**src/rtl/core/utf8sdc_pkg.sv**
```systemverilog
// ----------------------------------------------------------------------------
// UTF-8 decoder package
// Shared types, result kind codes and the classification range tables.
// ----------------------------------------------------------------------------
`default_nettype none

package utf8sdc_pkg;

   localparam logic [1:0] KIND_CHAR  = 2'd0;
   localparam logic [1:0] KIND_ERROR = 2'd1;
   localparam logic [1:0] KIND_END   = 2'd2;

   localparam int QUEUE_DEPTH = 4;
   localparam int PTR_BITS    = $clog2(QUEUE_DEPTH);

   typedef struct packed {
      logic [1:0]  kind;
      logic [20:0] codepoint;
      logic [15:0] char_index;
      logic [2:0]  seq_length;
      logic        string_valid;
      logic [15:0] byte_total;
   } entry_type;

   typedef struct packed {
      entry_type entry;
      logic      is_alpha;
      logic      is_digit;
   } result_type;

   typedef struct packed {
      logic [20:0] lo;
      logic [20:0] hi;
   } span_type;

   localparam int ALPHA_COUNT = 21;
   localparam int DIGIT_COUNT = 11;

   localparam span_type ALPHA_SPANS [ALPHA_COUNT] = '{
      '{21'h00041, 21'h0005A}, '{21'h00061, 21'h0007A}, '{21'h000C0, 21'h000D6},
      '{21'h000D8, 21'h000F6}, '{21'h000F8, 21'h000FF}, '{21'h00100, 21'h0017F},
      '{21'h00370, 21'h003FF}, '{21'h00400, 21'h004FF}, '{21'h00531, 21'h0058F},
      '{21'h00590, 21'h005FF}, '{21'h00600, 21'h006FF}, '{21'h00700, 21'h0074F},
      '{21'h00780, 21'h007BF}, '{21'h00900, 21'h0097F}, '{21'h00981, 21'h009FF},
      '{21'h00A00, 21'h00A7F}, '{21'h00A80, 21'h00AFF}, '{21'h00B00, 21'h00B7F},
      '{21'h00B81, 21'h00BFF}, '{21'h00C00, 21'h00C7F}, '{21'h00C80, 21'h00CFF}
   };

   localparam span_type DIGIT_SPANS [DIGIT_COUNT] = '{
      '{21'h00030, 21'h00039}, '{21'h00660, 21'h00669}, '{21'h006F0, 21'h006F9},
      '{21'h00966, 21'h0096F}, '{21'h009E6, 21'h009EF}, '{21'h00A66, 21'h00A6F},
      '{21'h00AE6, 21'h00AEF}, '{21'h00B66, 21'h00B6F}, '{21'h00BE6, 21'h00BEF},
      '{21'h00C66, 21'h00C6F}, '{21'h0FF10, 21'h0FF19}
   };

endpackage

`default_nettype wire

```
**src/rtl/core/utf8sdc_front.sv**
```systemverilog
// ----------------------------------------------------------------------------
// UTF-8 decoder front end
// Accepts bytes, tracks sequence state and counters, and queues results.
// ----------------------------------------------------------------------------
`default_nettype none

module utf8sdc_front #(
   parameter int COUNT_BITS = 16
) (
   input  wire                     clock,
   input  wire                     reset,
   input  wire                     accept,
   input  wire [7:0]               text_byte,
   output logic                    push,
   output utf8sdc_pkg::entry_type  push_entry
);
   import utf8sdc_pkg::*;

   logic [1:0]            pending_ff, pending_in;
   logic [2:0]            size_ff, size_in;
   logic [20:0]           partial_ff, partial_in;
   logic [COUNT_BITS-1:0] char_count_ff, char_count_in;
   logic [COUNT_BITS-1:0] byte_count_ff, byte_count_in;
   logic                  error_ff, error_in;

   function automatic logic [COUNT_BITS-1:0] sat_inc(input logic [COUNT_BITS-1:0] v);
      return (v == {COUNT_BITS{1'b1}}) ? v : v + 1'b1;
   endfunction

   function automatic logic [15:0] clamp16(input logic [COUNT_BITS-1:0] v);
      logic [32:0] w;
      w = 33'(v);
      return (w > 33'h0FFFF) ? 16'hFFFF : w[15:0];
   endfunction

   logic        finish;
   logic [2:0]  fin_size;
   logic [20:0] fin_cp;
   logic [20:0] shifted;

   always_comb begin
      pending_in    = pending_ff;
      size_in       = size_ff;
      partial_in    = partial_ff;
      char_count_in = char_count_ff;
      byte_count_in = byte_count_ff;
      error_in      = error_ff;
      push          = 1'b0;
      push_entry    = '0;
      finish        = 1'b0;
      fin_size      = size_ff;
      fin_cp        = '0;
      shifted       = {partial_ff[14:0], text_byte[5:0]};
      if (accept) begin
         if (text_byte == 8'h00) begin
            push                    = 1'b1;
            push_entry.kind         = KIND_END;
            push_entry.char_index   = clamp16(char_count_ff);
            push_entry.string_valid = !error_ff && (pending_ff == 2'd0);
            push_entry.byte_total   = clamp16(byte_count_ff);
            pending_in    = '0;
            size_in       = '0;
            partial_in    = '0;
            char_count_in = '0;
            byte_count_in = '0;
            error_in      = 1'b0;
         end else begin
            byte_count_in = sat_inc(byte_count_ff);
            priority if (pending_ff != 2'd0) begin
               pending_in = pending_ff - 2'd1;
               if (pending_ff == 2'd1) begin
                  finish   = 1'b1;
                  fin_size = size_ff;
                  fin_cp   = shifted;
               end else begin
                  partial_in = shifted;
               end
            end else if (!text_byte[7]) begin
               finish   = 1'b1;
               fin_size = 3'd1;
               fin_cp   = {13'd0, text_byte};
            end else if (text_byte[7:5] == 3'b110) begin
               size_in    = 3'd2;
               pending_in = 2'd1;
               partial_in = {16'd0, text_byte[4:0]};
            end else if (text_byte[7:4] == 4'b1110) begin
               size_in    = 3'd3;
               pending_in = 2'd2;
               partial_in = {17'd0, text_byte[3:0]};
            end else if (text_byte[7:3] == 5'b11110) begin
               size_in    = 3'd4;
               pending_in = 2'd3;
               partial_in = {18'd0, text_byte[2:0]};
            end else begin
               if (!error_ff) begin
                  push                  = 1'b1;
                  push_entry.kind       = KIND_ERROR;
                  push_entry.char_index = clamp16(char_count_ff);
                  push_entry.seq_length = 3'd1;
               end
               error_in      = 1'b1;
               size_in       = '0;
               partial_in    = '0;
               char_count_in = sat_inc(char_count_ff);
            end
            if (finish) begin
               if (!error_ff) begin
                  push                  = 1'b1;
                  push_entry.kind       = KIND_CHAR;
                  push_entry.codepoint  = fin_cp;
                  push_entry.char_index = clamp16(char_count_ff);
                  push_entry.seq_length = fin_size;
               end
               char_count_in = sat_inc(char_count_ff);
               size_in       = '0;
               partial_in    = '0;
            end
         end
      end
   end

   always_ff @(posedge clock) begin
      if (reset) begin
         pending_ff    <= '0;
         size_ff       <= '0;
         partial_ff    <= '0;
         char_count_ff <= '0;
         byte_count_ff <= '0;
         error_ff      <= 1'b0;
      end else begin
         pending_ff    <= pending_in;
         size_ff       <= size_in;
         partial_ff    <= partial_in;
         char_count_ff <= char_count_in;
         byte_count_ff <= byte_count_in;
         error_ff      <= error_in;
      end
   end

endmodule

`default_nettype wire

```
**src/rtl/core/utf8sdc_queue.sv**
```systemverilog
// ----------------------------------------------------------------------------
// UTF-8 decoder result queue
// Short first-in first-out buffer between the front end and the back end.
// ----------------------------------------------------------------------------
`default_nettype none

module utf8sdc_queue (
   input  wire                     clock,
   input  wire                     reset,
   input  wire                     push,
   input  utf8sdc_pkg::entry_type  push_entry,
   output logic                    full,
   output logic                    head_valid,
   output utf8sdc_pkg::entry_type  head_entry,
   input  wire                     pop
);
   import utf8sdc_pkg::*;

   entry_type           mem [QUEUE_DEPTH];
   logic [PTR_BITS-1:0] wr_ptr_ff, rd_ptr_ff;
   logic [PTR_BITS:0]   count_ff, count_in;

   assign full       = (count_ff == (PTR_BITS + 1)'(QUEUE_DEPTH));
   assign head_valid = (count_ff != '0);
   assign head_entry = mem[rd_ptr_ff];

   always_comb begin
      count_in = count_ff;
      if (push && !pop) begin
         count_in = count_ff + 1'b1;
      end else if (pop && !push) begin
         count_in = count_ff - 1'b1;
      end
   end

   always_ff @(posedge clock) begin
      if (push) begin
         mem[wr_ptr_ff] <= push_entry;
      end
   end

   always_ff @(posedge clock) begin
      if (reset) begin
         wr_ptr_ff <= '0;
         rd_ptr_ff <= '0;
         count_ff  <= '0;
      end else begin
         if (push) begin
            wr_ptr_ff <= wr_ptr_ff + 1'b1;
         end
         if (pop) begin
            rd_ptr_ff <= rd_ptr_ff + 1'b1;
         end
         count_ff <= count_in;
      end
   end

endmodule

`default_nettype wire

```
**src/rtl/core/utf8sdc_back.sv**
```systemverilog
// ----------------------------------------------------------------------------
// UTF-8 decoder back end
// Classifies queued codepoints against the range tables and holds the result.
// ----------------------------------------------------------------------------
`default_nettype none

module utf8sdc_back (
   input  wire                     clock,
   input  wire                     reset,
   input  wire                     head_valid,
   input  utf8sdc_pkg::entry_type  head_entry,
   output logic                    pop,
   output logic                    out_valid,
   output utf8sdc_pkg::result_type out_result,
   input  wire                     out_ready
);
   import utf8sdc_pkg::*;

   logic       out_valid_ff, out_valid_in;
   result_type result_ff;
   logic       alpha_hit, digit_hit;

   always_comb begin
      alpha_hit = 1'b0;
      digit_hit = 1'b0;
      for (int i = 0; i < ALPHA_COUNT; i++) begin
         if (head_entry.codepoint >= ALPHA_SPANS[i].lo &&
             head_entry.codepoint <= ALPHA_SPANS[i].hi) begin
            alpha_hit = 1'b1;
         end
      end
      for (int i = 0; i < DIGIT_COUNT; i++) begin
         if (head_entry.codepoint >= DIGIT_SPANS[i].lo &&
             head_entry.codepoint <= DIGIT_SPANS[i].hi) begin
            digit_hit = 1'b1;
         end
      end
   end

   assign pop = head_valid && (!out_valid_ff || out_ready);

   always_comb begin
      out_valid_in = out_valid_ff;
      if (pop) begin
         out_valid_in = 1'b1;
      end else if (out_ready) begin
         out_valid_in = 1'b0;
      end
   end

   always_ff @(posedge clock) begin
      if (pop) begin
         result_ff.entry    <= head_entry;
         result_ff.is_alpha <= alpha_hit && (head_entry.kind == KIND_CHAR);
         result_ff.is_digit <= digit_hit && (head_entry.kind == KIND_CHAR);
      end
   end

   always_ff @(posedge clock) begin
      if (reset) begin
         out_valid_ff <= 1'b0;
      end else begin
         out_valid_ff <= out_valid_in;
      end
   end

   assign out_valid  = out_valid_ff;
   assign out_result = result_ff;

endmodule

`default_nettype wire

```
**src/rtl/core/utf8_stream_decoder_classifier.sv**
```systemverilog
// ----------------------------------------------------------------------------
// UTF-8 stream decoder and classifier
// Decodes a NUL-terminated UTF-8 byte stream into character, error and end
// results with alphabetic and digit classification.
// ----------------------------------------------------------------------------
// The block takes one byte per cycle while req_tready is high and gives at
// most one result per byte. The front end updates the sequence state as each
// byte is accepted, so a new byte is accepted on every cycle while the
// four-entry queue has room. A result passes from its completing byte into
// the queue and then through the classification into the output register.
`default_nettype none

module utf8_stream_decoder_classifier #(
   parameter int COUNT_BITS = 16
) (
   input  wire         clock,
   input  wire         reset,
   input  wire         req_tvalid,
   output logic        req_tready,
   input  wire  [7:0]  req_tdata,   // text_byte[7:0]
   output logic        rsp_tvalid,
   input  wire         rsp_tready,
   // codepoint[20:0], char_index[36:21], seq_length[39:37], is_alpha[40],
   // is_digit[41], string_valid[42], byte_total[58:43], zero fill[63:59]
   output logic [63:0] rsp_tdata,
   output logic [1:0]  rsp_tuser    // kind[1:0]
);
   import utf8sdc_pkg::*;

   logic       accept;
   logic       push;
   entry_type  push_entry;
   logic       full;
   logic       head_valid;
   entry_type  head_entry;
   logic       pop;
   result_type out_result;

   assign req_tready = !full;
   assign accept     = req_tvalid && req_tready;

   utf8sdc_front #(
      .COUNT_BITS (COUNT_BITS)
   ) u_front (
      .clock      (clock),
      .reset      (reset),
      .accept     (accept),
      .text_byte  (req_tdata),
      .push       (push),
      .push_entry (push_entry)
   );

   utf8sdc_queue u_queue (
      .clock      (clock),
      .reset      (reset),
      .push       (push),
      .push_entry (push_entry),
      .full       (full),
      .head_valid (head_valid),
      .head_entry (head_entry),
      .pop        (pop)
   );

   utf8sdc_back u_back (
      .clock      (clock),
      .reset      (reset),
      .head_valid (head_valid),
      .head_entry (head_entry),
      .pop        (pop),
      .out_valid  (rsp_tvalid),
      .out_result (out_result),
      .out_ready  (rsp_tready)
   );

   assign rsp_tuser = out_result.entry.kind;
   assign rsp_tdata = {5'd0,
                       out_result.entry.byte_total,
                       out_result.entry.string_valid,
                       out_result.is_digit,
                       out_result.is_alpha,
                       out_result.entry.seq_length,
                       out_result.entry.char_index,
                       out_result.entry.codepoint};

endmodule

`default_nettype wire
```
**config.mk**
```make
export PLATFORM = sky130hd
export DESIGN_NAME = utf8_stream_decoder_classifier
export DESIGN_NICKNAME = d
export VERILOG_FILES = /design/src/rtl/core/utf8sdc_pkg.sv /design/src/rtl/core/utf8sdc_front.sv /design/src/rtl/core/utf8sdc_queue.sv /design/src/rtl/core/utf8sdc_back.sv /design/src/rtl/core/utf8_stream_decoder_classifier.sv
export SDC_FILE = /design/constraint.sdc
export NUM_CORES = 1
export LEC_CHECK = 0
export BUFFER_PORTS_ARGS = -buffer_cell sky130_fd_sc_hd__buf_2
export CORE_UTILIZATION = 45
export CTS_BUF_LIST = sky130_fd_sc_hd__clkbuf_4
export DETAILED_ROUTE_END_ITERATION = 6
export PLACE_DENSITY_LB_ADDON = 0.25
export SETUP_SLACK_MARGIN = 0.02
export SLEW_MARGIN = 20
export SYNTH_ARGS = -nofsm -noshare
export SYNTH_HDL_FRONTEND = slang
export SYNTH_SLANG_ARGS = --single-unit
```
**constraint.sdc**
```tcl
create_clock -name clock -period 6 [get_ports clock]
set_input_delay 1.5 -clock clock [delete_from_list [all_inputs] [get_ports clock]]
set_output_delay 1.5 -clock clock [all_outputs]
set_load 0.05 [all_outputs]
```
==> Word-level counts from Yosys, hierarchy flattened <==
Memory sizes are Yosys's and may differ from the RTL's. A register that Yosys moved wholly into a read port is not among the register bits.
Index checks and enable logic that the tools add are counted.
{ "word_totals": {"regBits": 122, "mem_bits_rw": 236, "input_bits": 12, "output_inout_bits": 68, "memories": 1} }
{ "mem_list": {"columns": ["memory", "depth", "word_bits", "read_ports", "rd_ports_with_merged_regs", "wr", "line_no", "source"], "rows": [
  ["u_queue.mem", 4, 59, 1, 1, 1, "utf8sdc_queue.sv:19", "entry_type mem [QUEUE_DEPTH];"]
]} }
{ "classes": {"add_sub_neg": 7, "order_cmp": 64, "eq_ne": 17, "muxes": 117, "n_reduce_logical": 63} }
{ "op_table": {"columns": ["cell", "count"], "rows": [
  ["$ge A21 B12 Y1 const B", 15],
  ["$le A21 B12 Y1 const B", 15],
  ["$mux W16", 11],
  ["$ge A21 B11 Y1 const B", 8],
  ["$le A21 B11 Y1 const B", 8],
  ["$mux W19", 6],
  ["$mux W15", 6],
  ["$mux W42", 2],
  ["$ge A21 B8 Y1 const B", 3],
  ["$le A21 B8 Y1 const B", 3],
  ["$mux W21", 3],
  ["$mux W59", 1],
  ["$mux W1", 58],
  ["$ge A21 B7 Y1 const B", 2],
  ["$le A21 B7 Y1 const B", 2],
  ["$logic_and A1 B1 Y1", 39],
  ["$mux W3", 13],
  ["$add A16 B1 Y16 const B", 2],
  ["$eq A16 B16 Y1 const B", 2],
  ["$mux W2", 14],
  ["$ge A21 B10 Y1 const B", 1],
  ["$ge A21 B16 Y1 const B", 1],
  ["$ge A21 B6 Y1 const B", 1],
  ["$ge A21 B9 Y1 const B", 1],
  ["29 further kinds", 51]
]} }

==> Logic depth before layout (Yosys ltp) <==
Gate-level depths: netlist of run 1.
{ "depth": {"depth_word": 24, "depth_mapped": 13, "depth_no_buf": 11} }

==> Hierarchy <==
A second synthesis of run 1 with hierarchy kept.
{ "hier_totals": {"cells_unflattened": 953, "hier_area_um2": 14831.7} }
{ "modules_own_cells": {"columns": ["mod", "n_inst", "cells_each", "area_each_um2", "seq_area_each_um2"], "rows": [
  ["utf8sdc_queue", 1, 353, 8957.3, 7267.0],
  ["utf8sdc_front", 1, 391, 3096.7, 1061.0],
  ["utf8sdc_back", 1, 201, 2726.4, 1851.8],
  ["utf8_stream_decoder_classifier", 1, 8, 51.3, 0.0]
]} }

==> Worst setup path before layout of run 1 <==
OpenSTA, ideal clock, no wires.
{ "synth_timing": {"path_kind": "input to register", "start": "input port rsp_tready", "end": "register u_queue.count_ff[2]", "arrival_ns": 5.866, "required_time_ns": 5.929, "slack_ns": 0.063, "stages": 9, "cell_sequence": "inv_1 -> a21oi_1 -> inv_1 -> ha_1 -> inv_1 -> fa_1 -> xor2_1 -> or3_1 -> a21oi_1"} }
{ "synth_via": {"elab_chain_len": 5, "elab_cells_between_ends": 7, "classes_between": "1 x mux; 6 x reduce/logical"} }
{ "synth_rtl": {"columns": ["item", "line_no", "source"], "rows": [
  ["from (decl)", "utf8_stream_decoder_classifier.sv:22", "input wire rsp_tready,"],
  ["$logic_or A1 B1 Y1 (*)", "utf8sdc_back.sv:40", "assign pop = head_valid && (!out_valid_ff || out_ready);"],
  ["$logic_and A1 B1 Y1 (*)", "utf8sdc_back.sv:40", null],
  ["via pop", "utf8_stream_decoder_classifier.sv:36", "logic pop;"],
  ["$logic_not A1 Y1", "utf8sdc_queue.sv:29", "if (push && !pop) begin"],
  ["$logic_and A1 B1 Y1", "utf8sdc_queue.sv:29", null],
  ["$mux W3 / $reduce_bool A2 Y1 (equally long branches)", null, null],
  ["to (signal assigned)", "utf8sdc_queue.sv:54", "count_ff <= count_in;"],
  ["to (decl)", "utf8sdc_queue.sv:21", "logic [PTR_BITS:0] count_ff, count_in;"]
]} }
The timed path passes the listed nets; every way through them passes the cells marked *.
A chain may end at the register's enable or synchronous reset.

==> Final worst setup path of run 1 <==
{ "layout_timing": {"start": "input port req_tdata[3]", "end": "memory u_queue.mem[1][18] (netlist name) (enable)"} }
{ "layout_via": {"elab_chain_len": 12, "elab_cells_between_ends": 13, "classes_between": "1 x eq/ne; 11 x mux; 1 x reduce/logical"} }
{ "layout_rtl": {"columns": ["item", "line_no", "source"], "rows": [
  ["from (decl)", "utf8_stream_decoder_classifier.sv:20", "input wire [7:0] req_tdata,"],
  ["$eq A5 B5 Y1", "utf8sdc_front.sv:90", "end else if (text_byte[7:3] == 5'b11110) begin"],
  ["$mux W1", "utf8sdc_front.sv:90", null],
  ["$mux W1", "utf8sdc_front.sv:86", "end else if (text_byte[7:4] == 4'b1110) begin"],
  ["$mux W1", "utf8sdc_front.sv:82", "end else if (text_byte[7:5] == 3'b110) begin"],
  ["$mux W1", "utf8sdc_front.sv:78", "end else if (!text_byte[7]) begin"],
  ["$mux W1", "utf8sdc_front.sv:69", "priority if (pending_ff != 2'd0) begin"],
  ["$mux W1", "utf8sdc_front.sv:107", "if (!error_ff) begin"],
  ["$mux W1", "utf8sdc_front.sv:106", "if (finish) begin"],
  ["$mux W1 (*)", "utf8sdc_front.sv:55", "if (text_byte == 8'h00) begin"],
  ["$mux W1 (*)", "utf8sdc_front.sv:54", "if (accept) begin"],
  ["$mux W1 (*)", "utf8sdc_queue.sv:37", "if (push) begin"],
  ["$mux W1 (not written as such) (*)", "utf8sdc_queue.sv:38", "mem[wr_ptr_ff] <= push_entry;"],
  ["to (decl)", "utf8sdc_queue.sv:19", null]
]} }
Mark *: on every way between the ends. The rest lies on a longest branch, timed or not.

==> results of run 1 <==
metal layers:
metal  vias up  wire [um]
li1       3923          -
met1      4190      13400
met2       296      13600
met3        38       1690
met4         2        371
met5         -         13
critical path: stages:
cell and delay (ns):
buf_2 0.14, nor4_1 0.61, and2_1 0.22, buf_4 0.22
nor3_1 0.07, nor2_1 0.58, and2_2 0.75, buf_12 0.32
metrics by stage:
stage	std cells	setup slack [ns]	util	hold slack, ns
after floorplan	921	0.0630	-	0.441
after global placement	1358	1.31	0.483	0.460
after detailed placement	1358	1.21	0.483	0.462
after CTS	1523	1.93	0.522	0.470
after global routing	1525	1.78	0.522	0.503
final	1526	1.90	0.522	0.468
power breakdown:
| part | total, mW | internal, mW | leakage [nW] | switching [mW] |
|---|---|---|---|---|
| sequential | 3.35 | 3.17 | 3.23 | 0.173 |
| clock | 2.12 | 1.18 | 0.732 | 0.941 |
| combinational | 2.25 | 0.628 | 1.70 | 1.62 |
state kept, by name, summed over array words and instances, names as in the netlist, named ones only:
signal / flops
u_queue.rd_ptr_ff: 2
u_front.partial_ff: 15
u_front.char_count_ff: 16
u_front.error_ff: 1
u_back.out_valid: 1
u_front.pending_ff: 2
u_queue.mem: 236
u_queue.count_ff: 3
u_queue.wr_ptr_ff: 2
u_front.size_ff: 3
u_back.out_result: 61
u_front.byte_count_ff: 16
how the worst max path moves through the flow:
stage	from	endpoint	slack, ns	cells past startpoint
after floorplan	rsp_tready	u_queue.count_ff[2]	0.06	9
after global placement	req_tdata[3]	u_queue.mem[0][47]	1.31	8
after detailed placement	req_tdata[3]	u_queue.mem[0][39]	1.21	8
after CTS	req_tdata[3]	u_queue.mem[0][53]	1.93	8
after global routing	req_tdata[3]	u_queue.mem[1][2]	1.78	8
final	req_tdata[3]	u_queue.mem[1][18]	1.90	8
cells in the final DEF (no fill, tap or decap), types with 20 or more instances in the layout:
master	synthesis	layout
a21oi_1	32	31
and2_1	46	42
and3_1	31	31
buf_2	2	74
clkbuf_4	0	137
dfxtp_1	63	61
edfxtp_1	297	297
mux4_2	47	47
nand2_1	40	40
nand3_1	20	20
nor2_1	74	74
cell type report:
type	count	area [um2]	area share
clock buffers	137	1030	0.0622
inverters	10	37.5	0.00227
flip-flops and latches	360	10200	0.616
multi-input cells	501	4060	0.246
well taps	402	503	0.0304
repair buffers	85	503	0.0304
diodes	3	7.51	0.000454
clock inverters	28	195	0.0118
cells by family after synthesis:
logic type               Yosys count  synth area share
flip-flops                       360             0.701
AND/OR/NAND/NOR                  293             0.108
AO/OA/AOI/OAI                    110            0.0510
multiplexers                      63            0.0974
buffers and inverters             60            0.0220
XOR/XNOR                          22            0.0133
adder cells (fa/ha/maj)            8           0.00740
other                              1          0.000258
synthesized netlist by cell type, drive strengths merged, types with 3 or more instances:
cell	number	area, um2
o211ai	4	30.0
or2	4	25.0
clkbuf	31	116
nand3	20	100
and2	46	288
a21oi	32	160
or3	15	93.8
nand2b	7	43.8
o221ai	4	35.0
a31oi	6	37.5
nor2	74	278
nor2b	7	43.8
or3b	3	26.3
o21a	3	22.5
mux2i	3	30.0
nor4	7	73.8
nor3b	3	22.5
ha	7	87.6
and3	31	194
inv	10	37.5
a32oi	10	87.6
buf	19	166
dfxtp	63	1260
nand4	9	56.3
or4	6	48.8
xnor2	6	52.6
mux4	59	1370
nor3	14	70.1
a211oi	5	37.5
edfxtp	297	8920
xor2	16	140
o21ai	17	85.1
nand2	41	156
a22oi	7	52.6
==> flow_metrics.py, run 1 <==
metrics = {
    "status": {
        "status": "completed",
    },
    "timing": {
        "setup_viol": 0,
        "post-route-period-util": 0.684,
        "slew_violations": 0,
        "fin_skew_ns": 0.0545,
        "finalHoldViolCount": 0,
        "tightest_slew_ns": 1.09,
        "setup-tns-final_ns": 0,
        "relSlewSlack": 0.273,
        "rsz0062_at_grt": "no",
        "min_period_ns": 4.10,
        "clock.fmax_mhz": 244,
    },
    "yosys": {
        "async_reset_ff_frac": 0,
        "yosysSeqAreaShare": 0.701,
        "synth_area_um2": 14500,
        "syn_area_per_cell_um2": 15.8,
        "synthCells": 917,
        "synth_cell_types": 67,
        "synth_edf_count": 297,
        "yosysWarnings": 0,
        "ys.flop_type": "edfxtp_1",
        "synth.ff_latch_count": 360,
    },
    "place": {
        "place_congestion": 0.875,
        "dpl_cell_area_um2": 15300,
        "portBuffers": 74,
        "hpwl_um": 17900,
    },
    "min_path": {
        "hp-class": "flop to flop",
        "min_to": "u_front.partial_ff[5]",
        "hold-path-cell-count": 2,
        "min_from": "u_front.partial_ff[5]",
    },
    "worst_setup_path": {
        "worst_setup_path_end_kind": "flop",
        "path_max_fanout": 36,
        "startpoint_type": "input port",
        "reg2regPathDepth": 7,
        "critPathKind": "input port to flop",
        "cp.required_ns": 6.34,
        "reg2reg_to": "u_back.out_result[0]",
        "r2r_slack_ns": 2.17,
        "arrival_ns": 4.44,
    },
    "floorplanning": {
        "start_util": 0.459,
        "die_y_um": 182,
        "rows": 65,
        "die_width_um": 182,
        "pin_count": 80,
        "core-area_um2": 31600,
        "die_area_um2": 33000,
    },
    "layout": {
        "final_area_um2": 16500,
        "nNetsFinal": 1068,
        "drive_gt1_frac": 0.266,
        "fillers": 2597,
        "syn_to_final_growth_pct": 13.7,
    },
    "clock_network": {
        "clkLatencyLatePin_ns": 0.70,
        "cts_buffers": 90,
        "hold_buffers": 0,
        "cts.sinks": 360,
        "clk_path_buf_depth": 3,
        "cts_tree": "built",
        "clk_pin_slew_ns": 0.07,
        "cts_root_buf": "clkbuf_4",
        "cts_resized": 0,
        "post_cts_buffers": 0,
        "htreeDepth": 3,
    },
    "global_route": {
        "grt.overflow.total": 0,
        "grt_util_met2": 0.281,
        "grt_pass1_vias": 8380,
        "grt_pass1_wl_um": 46100,
        "grtUsageMet1": 0.252,
        "grt_max_degree": 53,
        "antenna_found_initial": 4,
        "use_met3": 0.0423,
        "grt.busiest_layer": "met2",
        "grt_use_total": 0.182,
    },
    "route": {
        "drc": 0,
        "drt-wirelength-per-cell_um": 19.0,
        "via_per_inst": 5.54,
        "routed_wl_um": 29100,
        "drt-initial-drc-count": 702,
        "dr.pass1.iters": 6,
        "via_count": 8449,
        "drtAntennaViolNets": 0,
    },
    "pwr": {
        "p_per_area_nw_per_um2": 467,
        "power_mw": 7.71,
        "ir_worst_vdd_v": 0.000244,
        "leakage_nw": 5.67,
    },
    "job": {
        "drv_cap": 0,
    },
}
No activity file was read; power rests on OpenSTA's default activity.
==> run 2, diff against run 1 <==
--- a/config.mk
+++ b/config.mk
@@ -5,6 +5,7 @@
 export SDC_FILE = /design/constraint.sdc
 export NUM_CORES = 1
 export LEC_CHECK = 0
+export ABC_AREA = 1
 export BUFFER_PORTS_ARGS = -buffer_cell sky130_fd_sc_hd__buf_2
 export CORE_UTILIZATION = 45
 export CTS_BUF_LIST = sky130_fd_sc_hd__clkbuf_4
==> constraint.sdc (replaced) <==
create_clock -name clock -period 4 [get_ports clock]
set_input_delay 1 -clock clock [delete_from_list [all_inputs] [get_ports clock]]
set_output_delay 1 -clock clock [all_outputs]
set_load 0.05 [all_outputs]
==> flow_metrics.py, run 2 <==
metrics = {
    "status": {
        "status": "completed",
    },
    "timing": {
        "finalHoldViolCount": 0,
        "clock.fmax_mhz": 324,
        "setup_ws_ns": 0.916,
        "post-route-period-util": 0.771,
        "setup_viol": 0,
        "tightest_slew_ns": 0.930,
        "fin_skew_ns": 0.0385,
        "worst_hold_slack_ns": 0.457,
        "rsz0062_at_grt": "no",
        "slew_violations": 0,
        "relSlewSlack": 0.380,
        "min_period_ns": 3.08,
    },
    "floorplanning": {
        "die_width_um": 190,
        "rows": 68,
        "start_util": 0.460,
        "die_area_um2": 36300,
        "core-area_um2": 34700,
        "pin_count": 80,
        "die_y_um": 190,
    },
    "job": {
        "drv_cap": 0,
    },
    "clock_network": {
        "cts_root_buf": "clkbuf_4",
        "htreeDepth": 3,
        "clk_pin_slew_ns": 0.07,
        "post_cts_buffers": 0,
        "clk_path_buf_depth": 3,
        "hold_buffers": 0,
        "cts_buffers": 93,
        "cts_resized": 0,
        "cts_tree": "built",
        "clkLatencyLatePin_ns": 0.73,
        "cts.sinks": 360,
    },
    "yosys": {
        "synth.ff_latch_count": 360,
        "ys_top_cells_by_area": "edfxtp_1 (56%), nand2_1 (8.5%), dfxtp_1 (7.9%)",
        "synth_top_area_frac": 0.558,
        "syn_area_per_cell_um2": 9.85,
        "yosysWarnings": 0,
        "synth_cell_types": 44,
        "async_reset_ff_frac": 0,
        "yosysTopAreaCell": "edfxtp_1",
        "synth_area_um2": 16000,
        "ys.flop_type": "edfxtp_1",
        "synth.most_common_cell": "nand2_1",
        "netlist_top_cells_count": "nand2_1 (360), edfxtp_1 (297), nor2_1 (241), nand3_1 (118), inv_1 (115)",
        "synthCells": 1622,
        "yosysSeqAreaShare": 0.637,
        "synth_edf_count": 297,
    },
    "route": {
        "routed_wl_um": 37900,
        "dr.pass1.iters": 5,
        "via_count": 12000,
        "drt-wirelength-per-cell_um": 16.6,
        "drtAntennaViolNets": 0,
        "drc": 0,
        "via_per_inst": 5.23,
        "drt-initial-drc-count": 1063,
    },
    "worst_setup_path": {
        "critPathKind": "flop to flop",
        "arrival_ns": 3.54,
        "endpoint": "u_back.out_result[0]",
        "startpoint_type": "flop",
        "crit_path_frequent_cell": "nand2_1",
        "worst_setup_path_end_kind": "flop",
        "path_max_fanout": 67,
        "cp_slowest_cell": "buf_4",
        "crit_path_cell_trace": "buf_4 > nand3_1 > nand2_1 > nand2_1 > nor2_2 > nand2_2 > inv_2 > nand2_2 > nor2_1 > nand2_1 > nand2_1 > nand4_1 > nor2_1 > nor2_1",
        "reg2regPathDepth": 14,
        "critPathMaxStageDelay_ns": 0.60,
        "cp.required_ns": 4.46,
        "r2r_slack_ns": 0.92,
        "reg2reg_to": "u_back.out_result[0]",
    },
    "global_route": {
        "grt_use_total": 0.213,
        "grt_pass1_vias": 11500,
        "antenna_found_initial": 3,
        "grt_max_degree": 120,
        "grt.overflow.total": 0,
        "grt_pass1_wl_um": 59900,
    },
    "layout": {
        "nNetsFinal": 1774,
        "largest_reg_flops": 236,
        "largest_register": "u_queue.mem",
        "drive_gt1_frac": 0.178,
        "syn_to_final_growth_pct": 13.5,
        "layout_commonest_cell": "nand2_1",
        "final_cell_mix": "nand2_1 (360), edfxtp_1 (297), nor2_1 (237), clkbuf_4 (135), nand3_1 (118)",
    },
    "pwr": {
        "pwr-share-comb": 0.384,
        "p_int_mw": 7.70,
        "sequentialPowerShare": 0.375,
        "clkPwrFrac": 0.241,
        "leakage_nw": 6.83,
        "p_sw_frac": 0.425,
        "p_per_area_nw_per_um2": 738,
        "ir_worst_vdd_v": 0.000705,
        "p_switching_mw": 5.69,
    },
    "place": {
        "place_congestion": 0.922,
        "hpwl_um": 24200,
        "pre_cts_ws_ns": 0.639,
        "portBuffers": 74,
    },
    "min_path": {
        "hp-class": "flop to flop",
    },
}
-- run 2: cell types whose count changed after synthesis, moves of 47 or more --
cell,before,now
nand3_1,20,118
nor2_1,74,241
inv_1,10,115
nand2_1,40,360
o21ai_0,17,114
mux4_2,47,0
-- run 2: worst min path at each step --
| stage | from | to | depth (start not counted) |
|---|---|---|---|
| floorplan | u_queue.rd_ptr_ff[1] | flop | 2 |
| global placement | u_queue.rd_ptr_ff[1] | flop | 2 |
| detailed placement | u_front.partial_ff[11] | u_front.partial_ff[11] | 2 |
| CTS | u_queue.rd_ptr_ff[1] | flop | 2 |
| global route | u_front.partial_ff[9] | u_front.partial_ff[9] | 2 |
| finish | u_queue.rd_ptr_ff[1] | flop | 2 |
-- run 2: layout make-up --
cell class	instances	area, um2
inverter	135	509
clock buffer	135	1010
clock inverter	35	235
fill	3139	16600
tap	455	569
sequential	360	10200
multi-input combinational	1066	4980
antenna	2	5.00
timing repair buffer	98	638
-- run 2: kinds of logic after synthesis --
logic type / share of synthesized area
XOR/XNOR: 0.00219
buffers and inverters: 0.0552
flip-flops: 0.637
other: 0.000235
adder cells (fa/ha/maj): 0.00673
AND/OR/NAND/NOR: 0.223
AO/OA/AOI/OAI: 0.0759
-- run 2: power by group through the flow --
stage | sequential [mW] | clock [mW] | combinational, mW
2_1_floorplan | 6.31 | 0 | 2.64
3_3_place_gp | 5.10 | 0 | 5.12
3_5_place_dp | 5.11 | 0 | 5.15
4_1_cts | 5.03 | 3.34 | 5.15
5_1_grt | 5.08 | 3.53 | 5.58
6_report | 5.02 | 3.23 | 5.14
-- run 2: per-stage QoR --
step                power (mW)  setup TNS (ns)  instance area [um2]  instances   util
floorplan                 8.95          -22.15                16000       1626      -
global placement          10.2               0                16900       2114  0.486
detailed placement        10.3               0                16900       2114  0.486
CTS                       13.5               0                18100       2284  0.522
global route              14.2               0                18100       2286  0.522
finish                    13.4               0                18100       2286  0.522
-- run 2: per-layer routing --
metal	GRT usage	wire length (um)	up-vias
li1	-	-	5861
met1	0.300	17700	5581
met2	0.329	16900	451
met3	0.0427	2640	61
met4	0.0748	608	2
met5	0	13	-
-- run 2: worst max-delay path, delay by kind of cell, from the launching register on --
family / cells / cell delay, ns
buffers and inverters: 2 / 0.90
flip-flops: 1 / 0.33
AND/OR/NAND/NOR: 12 / 1.58
==> run 3, diff against run 2 <==
==> constraint.sdc (replaced) <==
create_clock -name clock -period 3.2 [get_ports clock]
set_input_delay 0.8 -clock clock [delete_from_list [all_inputs] [get_ports clock]]
set_output_delay 0.8 -clock clock [all_outputs]
set_load 0.05 [all_outputs]
==> flow_metrics.py, run 3 (synthesis results as in run 2) <==
metrics = {
    "timing": {
        "slew_violations": 0,
        "relSlewSlack": 0.381,
        "tightest_slew_ns": 0.928,
        "min_period_ns": 2.83,
        "rsz0062_at_grt": "no",
        "setup_viol": 0,
        "post-route-period-util": 0.884,
        "fin_skew_ns": 0.0663,
        "setup-tns-final_ns": 0,
        "finalHoldViolCount": 0,
        "clock.fmax_mhz": 354,
    },
    "global_route": {
        "grt_util_met2": 0.327,
        "grt_pass1_vias": 11500,
        "use_met3": 0.0456,
        "grt.overflow.total": 0,
        "grt_max_degree": 67,
        "grt_pass1_wl_um": 61700,
        "antenna_found_initial": 1,
        "grt.busiest_layer": "met2",
        "grtUsageMet1": 0.321,
        "grt_use_total": 0.220,
    },
    "layout": {
        "layout_commonest_cell": "nand2_1",
        "fillers": 3219,
        "final_core_util": 0.526,
        "syn_to_final_growth_pct": 14.2,
        "largest_reg_flops": 236,
        "nNetsFinal": 1796,
        "drive_gt1_frac": 0.188,
        "largest_register": "u_queue.mem",
        "final_cell_mix": "nand2_1 (360), edfxtp_1 (297), nor2_1 (237), clkbuf_4 (143), nand3_1 (118)",
    },
    "job": {
        "drv_cap": 0,
    },
    "floorplanning": {
        "rows": 68,
        "core-area_um2": 34700,
        "start_util": 0.460,
        "die_width_um": 190,
        "die_y_um": 190,
        "die_area_um2": 36300,
        "pin_count": 80,
    },
    "clock_network": {
        "htreeDepth": 3,
        "hold_buffers": 0,
        "clk_path_buf_depth": 3,
        "clkLatencyLatePin_ns": 0.77,
        "cts_root_buf": "clkbuf_4",
        "post_cts_buffers": 0,
        "clk_pin_slew_ns": 0.07,
        "cts_resized": 0,
        "cts.sinks": 360,
        "cts_tree": "built",
        "cts_buffers": 92,
    },
    "pwr": {
        "power_mw": 16.7,
        "p_per_area_nw_per_um2": 916,
        "ir_worst_vdd_v": 0.00113,
        "leakage_nw": 6.90,
    },
    "route": {
        "via_per_inst": 5.20,
        "via_count": 12000,
        "drt-initial-drc-count": 939,
        "dr.pass1.iters": 5,
        "drc": 0,
        "drt-wirelength-per-cell_um": 16.9,
        "drtAntennaViolNets": 0,
        "routed_wl_um": 38900,
    },
    "worst_setup_path": {
        "cp_slowest_cell": "dfxtp_4",
        "crit_path_frequent_cell": "nand2_1",
        "cp.required_ns": 3.67,
        "startpoint_type": "flop",
        "path_max_fanout": 18,
        "reg2regPathDepth": 20,
        "critPathMaxStageDelay_ns": 0.35,
        "arrival_ns": 3.29,
        "worst_setup_path_end_kind": "flop",
        "critPathKind": "flop to flop",
        "crit_path_cell_trace": "clkinv_2 > buf_4 > buf_4 > nand2_1 > nand2_1 > nand2_1 > nand2_2 > nand2_1 > nor2_2 > inv_2 > nor2_1 > nand3_1 > nand2_1 > nand2_1 > nand2_1 > inv_1 > nor2_1 > nand2_1 > nor2_1 > nor2_1",
    },
    "place": {
        "hpwl_um": 26000,
        "place_congestion": 0.920,
        "portBuffers": 74,
    },
    "min_path": {
        "min_from": "req_tdata[0]",
        "hp-class": "input port to flop",
        "hold-path-cell-count": 3,
    },
    "status": {
        "status": "completed",
    },
}
run 3: cell count changes in the layout (fill, tap and decap cells not counted), sizes merged:
cell,delta
buf,+23
bufinv,-3
clkbuf,+8
clkinv,-8
clkinvlp,+1
diode,-1
run 3: worst max-delay path: cells and delay by family (launching register included):
family        cells  cell delay, ns
buf+inv           5            0.63
flops             1            0.35
simple gates     15            1.59
run 3: per-layer routing:
| metal | routed length (um) | share of wire | vias to the layer above |
|---|---|---|---|
| li1 | - | - | 5907 |
| met1 | 18600 | 0.48 | 5639 |
| met2 | 17100 | 0.44 | 383 |
| met3 | 2670 | 0.069 | 56 |
| met4 | 624 | 0.016 | 0 |
| met5 | 0 | 0 | - |
run 3: cell type report:
class	instances	area (um2)	share of cell area
clock buffers	143	1070	0.0588
repair buffers	121	798	0.0437
clock inverters	25	131	0.00720
diodes	1	2.50	0.000137
inverters	135	509	0.0279
flip-flops and latches	360	10200	0.558
well taps	455	569	0.0312
multi-input cells	1066	4980	0.273
run 3: worst paths after layout:
check	end	slack, ns
setup / recovery	u_back.out_result[0]	0.37
hold / removal	u_front.partial_ff[0]	0.34
hold reg to reg	u_front.partial_ff[10]	0.47
setup reg to reg	u_back.out_result[0]	0.37
run 3: metrics by stage:
step	area (um2)	instances	hold WS [ns]	worst slack, ns
floorplan	16000	1626	0.436	-0.602
global placement	17000	2137	0.452	0.174
detailed placement	17000	2137	0.455	0.140
CTS	18300	2305	0.270	0.341
global route	18300	2306	0.280	0.0267
finish	18300	2306	0.338	0.372
run 3: power breakdown:
| part | total, mW | switching (mW) | leakage, nW | internal, mW |
|---|---|---|---|---|
| clock | 3.88 | 1.83 | 0.715 | 2.05 |
| sequential | 6.28 | 0.191 | 3.32 | 6.09 |
| combinational | 6.57 | 5.11 | 2.87 | 1.46 |
| total | 16.7 | 7.13 | 6.90 | 9.60 |
